===== src/design/particle_pool_engine_top_macros.svh =====
// Assertion macros shared by the particle pool engine RTL.
// Every macro samples on clk and is disabled while rst is high.
`ifndef PARTICLE_POOL_ENGINE_TOP_MACROS_SVH
`define PARTICLE_POOL_ENGINE_TOP_MACROS_SVH

// The consequent must hold in the same cycle as the antecedent.
`define PPE_ASSERT_NOW(label, ante, cons, msg) \
  label: assert property (@(posedge clk) disable iff (rst) (ante) |-> (cons)) else $error(msg);

// The consequent must hold in the cycle after the antecedent.
`define PPE_ASSERT_NEXT(label, ante, cons, msg) \
  label: assert property (@(posedge clk) disable iff (rst) (ante) |=> (cons)) else $error(msg);

`endif


===== src/design/ppe_pkg.sv =====
// Package for the particle pool engine: sequencer states, codes and constants.
// It has no dependencies. It is used by the top level and by the multiplier unit.
`default_nettype none

package ppe_pkg;

  typedef enum logic [4:0] {
    S_CLEAR,
    S_IDLE,
    S_A_RD,
    S_A_CHK,
    S_A_MUL,
    S_A_ACC,
    S_A_WR,
    S_T_DEC0,
    S_T_DEC1,
    S_T_RD,
    S_T_LOAD,
    S_T_MUL,
    S_T_ACC,
    S_T_DEC,
    S_T_WR,
    S_R_RD,
    S_R_OUT,
    S_FINISH
  } state_t;

  localparam logic [1:0] OP_ADD  = 2'd0;
  localparam logic [1:0] OP_TICK = 2'd1;
  localparam logic [1:0] OP_READ = 2'd2;

  localparam logic [1:0] CFG_VSCALE = 2'd0;
  localparam logic [1:0] CFG_DECAY  = 2'd1;

  localparam logic [16:0] VSCALE_RESET = 17'd19661;
  localparam logic [16:0] DECAY_RESET  = 17'd3277;

  localparam logic [19:0] LIFE_START      = 20'd655360;
  localparam logic [16:0] INTENSITY_START = 17'd65536;

  localparam int MUL_A_W = 33;
  localparam int MUL_B_W = 21;
  localparam int PROD_W  = MUL_A_W + MUL_B_W + 1;

  // Saturates a 40-bit signed value to the signed 32-bit range.
  function automatic logic signed [31:0] sat32(input logic signed [39:0] v);
    logic signed [31:0] r;
    if (v > 40'sd2147483647) begin
      r = 32'sh7FFFFFFF;
    end else if (v < -40'sd2147483648) begin
      r = 32'sh80000000;
    end else begin
      r = v[31:0];
    end
    return r;
  endfunction

endpackage

`default_nettype wire


===== src/design/ppe_mul.sv =====
// Shared signed-by-unsigned multiplier of the particle pool engine.
// Depends on ppe_pkg for operand widths; the product is registered.
`default_nettype none

module ppe_mul import ppe_pkg::*; (
  input  wire                        clk,
  input  wire signed [MUL_A_W-1:0]   a,
  input  wire        [MUL_B_W-1:0]   b,
  output logic signed [PROD_W-1:0]   prod
);

  always_ff @(posedge clk) begin
    prod <= a * $signed({1'b0, b});
  end

endmodule

`default_nettype wire


===== config.mk =====
export PLATFORM = sky130hd
export DESIGN_NAME = ppe_mul
export DESIGN_NICKNAME = d
export VERILOG_FILES = /design/src/design/particle_pool_engine_top_macros.svh /design/src/design/ppe_pkg.sv /design/src/design/ppe_mul.sv
export SDC_FILE = /design/constraint.sdc
export NUM_CORES = 2
export LEC_CHECK = 0
export ABC_AREA = 1
export BUFFER_PORTS_ARGS = -buffer_cell sky130_fd_sc_hd__buf_4
export CAP_MARGIN = 25
export CORE_AREA = 5 5 216 301
export CTS_CLUSTER_SIZE = 40
export DETAILED_ROUTE_END_ITERATION = 8
export DIE_AREA = 0 0 221 306
export PLACE_DENSITY_LB_ADDON = 0.25
export SYNTH_ARGS = -nofsm -noshare
export SYNTH_HDL_FRONTEND = slang
export SYNTH_SLANG_ARGS = --single-unit
export TNS_END_PERCENT = 20

===== constraint.sdc =====
create_clock -name clk -period 7.7 [get_ports clk]
set_input_delay 1.54 -clock clk [delete_from_list [all_inputs] [get_ports clk]]
set_output_delay 1.54 -clock clk [all_outputs]
set_load 0.02 [all_outputs]

# Word-level counts from Yosys, hierarchy flattened
# Index checks and enable logic that the tools add are counted.
dict set report op_classes {
  mul 1
}
# operator n
set op_table {}
lappend op_table {{multiplier 33 x 22 -> 55 bit} 1}
dict set report totals {
  in_bits 55
  register_bits 55
  out_inout_bits 55
  elab_cells 2
}

# Longest topological paths before layout
dict set report depth {
  ltp_word 1
  mapped_depth 30
  depth_no_buf 28
}

# Least setup slack after synthesis
# OpenSTA, ideal clock, no wires.
dict set report synth_timing {
  kind {input-to-reg}
  start {input port b[3]}
  end {register prod[53]}
  t_arrival_ns 7.325
  setup_slack_ns 0.262
  t_required_ns 7.587
  setup_time_ns 0.113
  cell_stages 24
  n_path_buf 2
  path_cell_list {clkbuf_1 clkbuf_1 nand2_1 fa_1 inv_1 fa_1 inv_1 fa_1 inv_1 fa_1 inv_1 fa_1 fa_1 fa_1 inv_1 ha_1 nand2_1 nor3_1 nand2_1 nor2_1 and2_1 nand2_1 nand4_1 nand2_1}
}
dict set report synth_between {
  elab_chain_len 1
}
# element line
set synth_lines {}
lappend synth_lines {{start, declared} ppe_mul.sv:8} ;# input wire [MUL_B_W-1:0] b,
lappend synth_lines {{multiplier 33 x 22 -> 55 bit} ppe_mul.sv:13} ;# prod <= a * $signed({1'b0, b});
lappend synth_lines {{end signal, assigned} ppe_mul.sv:13}
lappend synth_lines {{end, declared} ppe_mul.sv:9} ;# output logic signed [PROD_W-1:0] prod
# Every way passes these cells.

# Worst setup path after layout
dict set report layout_timing {
  start {input port b[7]}
  end {register prod[34]}
}
# The elaborated chain is that of the path after synthesis.

==> results.cfg <==
[floorplanning]
core_area_um2 = 61890
start_util = 0.4449
ioPinCount = 110
die_w_um = 221
num_rows = 108
fp.dieArea_um2 = 67630
die_y_um = 306

[route]
drt_iter0_drc = 1260
first_pass_iters = 5
wl_per_cell_um = 16.81
drc = 0
via_per_inst = 4.763
antenna_left = 0
vias = 21440
routed_wl_um = 75650

[synth]
syn_area_um2 = 27540
synth-seq-cells = 55
synth_area_per_cell_um2 = 7.532
netlist_instances = 3656
yosysSeqAreaShare = 0.03998
ys_warn_count = 0
syn_nets = 4539
synthDistinctLibCells = 29

[clocking]
root_buffer = clkbuf_16
h-tree-depth = 2
path_clk_slew_ns = 0.08
cts_tree = built
post-cts-setup-buffers = 0
clockBufferDepth = 2
cts.sink_count = 55
cts-hold-fix-buffers = 0
cts_resized = 0
cts_buffers = 5

[grt]
grt_usage = 0.2292
overflow = 0
grt_pass1_vias = 23540
grt_pass1_wl_um = 124300
antenna_found_initial = 4
grt_max_degree = 34

[cells_and_area]
nNetsFinal = 4555
final_common_cell = inv_1
largest_reg_flops = 55
largest_registers = prod (55)
layout-drive-gt1-share = 0.05663
area_delta_synth_final_pct = 6.752
largest-register = prod
final_cell_mix = inv_1 (1201), nand2_1 (1129), fa_1 (687), buf_4 (157), ha_1 (141)
fin_cells = 4500

[timing]
period_needed_ns = 7.284
finalHoldViolations = 0
rsz0062_at_grt = no
min_period_over_period = 0.9460
final_max_slew_viol_count = 0
finalSetupViolCount = 0
worstMarginPinSlew_ns = 0.4649
fin_tns_setup_ns = 0
slew_headroom = 0.6900
clock.fmax_ghz = 0.1373

[worst_setup_path]
crit_arrival_ns = 7.50
critical_path_class = in -> reg
crit_fanout = 22
cp-start-kind = primary input
crit_required_ns = 7.91
startpoint = b[7]
end_kind = register

[placement]
placed_cells_incl_taps = 4490
gp_congestion = 0.9342
port_buffers = 109
place_hpwl_um = 66800

[hold_path]
hold_depth = 3
hp-class = in -> reg
min_from = a[0]
min_to = prod[0]

[flow_run]
maxCapViolations = 0

[outcome]
status = finished, final reports clean
[layer usage]
layer | wire length (um) | global-route usage | vias up
met1 | 28930 | 0.2736 | 10840
met3 | 2617 | 0.01416 | 126
met2 | 41790 | 0.4458 | 481
met5 | 7 | 0 | -
li1 | - | - | 9986
met4 | 2300 | 0.06219 | 2
[cell families (layout without fill, tap and decap cells)]
| group | count (synthesis) | after routing | synth area share |
|---|---|---|---|
| DFF | 55 | 55 | 0.03998 |
| xor gates and xnor gates | 30 | 30 | 0.009542 |
| and+or+nand+nor | 1331 | 1331 | 0.1913 |
| adders and majority gates | 828 | 828 | 0.5635 |
| AOI/OAI and AO/OA | 57 | 57 | 0.01100 |
| other | 0 | 2 | 0 |
| buffers and inverters | 1355 | 1372 | 0.1847 |
[Yosys cell counts, drive strengths merged]
| cell | count | share of area |
|---|---|---|
| ha | 141 | 0.064 |
| nand4 | 19 | 0.0043 |
| a21oi | 43 | 0.0078 |
| nand2 | 1137 | 0.16 |
| a21o | 1 | 0.00027 |
| nor3b | 1 | 0.00045 |
| nor3 | 9 | 0.0022 |
| and3 | 2 | 0.00045 |
| nor2 | 98 | 0.015 |
| o21ai | 7 | 0.0013 |
| and2 | 4 | 0.00091 |
| clkbuf | 150 | 0.020 |
| o21bai | 6 | 0.0016 |
| xnor2 | 9 | 0.0029 |
| xor2 | 21 | 0.0067 |
| dfxtp | 55 | 0.040 |
| nand3 | 58 | 0.011 |
| fa | 687 | 0.50 |
| or2 | 1 | 0.00023 |
| nor4 | 1 | 0.00023 |
| inv | 1205 | 0.16 |
| nand3b | 1 | 0.00027 |
[layout make-up]
class | instances | area (um2)
Fill cell | 6384 | 32490
Inverter | 1205 | 4523
Antenna cell | 2 | 5.005
Clock buffer | 5 | 125.1
Timing Repair Buffer | 159 | 1219
Sequential cell | 55 | 1101
Clock inverter | 3 | 31.28
Tap cell | 825 | 1032
Multi-Input combinational cell | 2246 | 21360
[worst max-delay path, cell delays in order]
cell and delay, ns:
buf_4 0.21, buf_4 0.20, nand2_1 0.06, inv_1 0.06, fa_1 0.54, inv_1 0.06
fa_1 0.49, fa_1 0.51, inv_1 0.05, fa_1 0.58, fa_1 0.45, fa_1 0.50
inv_1 0.06, fa_1 0.49, inv_1 0.05, ha_1 0.42, nand2_1 0.08, nand2_1 0.16
inv_1 0.06, nand2_1 0.12, nand2_1 0.06, nand2_1 0.09, nand2_1 0.06, nand2_1 0.10
inv_1 0.04, nand2_1 0.18, xor2_2 0.25
[stage by stage]
step / util / area, um2 / worst slack (ns) / hold slack, ns
after global routing: 0.4750 / 29400 / 0.07444 / 1.635
after detailed placement: 0.4722 / 29230 / 0.02084 / 1.940
final: 0.4750 / 29400 / 0.4159 / 1.614
after CTS: 0.4747 / 29380 / 0.3103 / 1.610
after global placement: 0.4722 / 29230 / 0.008262 / 1.935
after floorplan: - / 27540 / 0.2621 / 1.638
[worst max-delay path by stage]
stage / to / slack [ns] / depth (start not counted)
2_1_floorplan: prod[53] / 0.26 / 24
3_3_place_gp: prod[34] / 0.008 / 24
3_5_place_dp: prod[34] / 0.02 / 25
4_1_cts: prod[34] / 0.31 / 25
5_1_grt: prod[34] / 0.07 / 25
6_report: prod[34] / 0.42 / 27
Power is not shown: default switching activity piles up to over one toggle a cycle in this logic, so the estimate is an artifact.
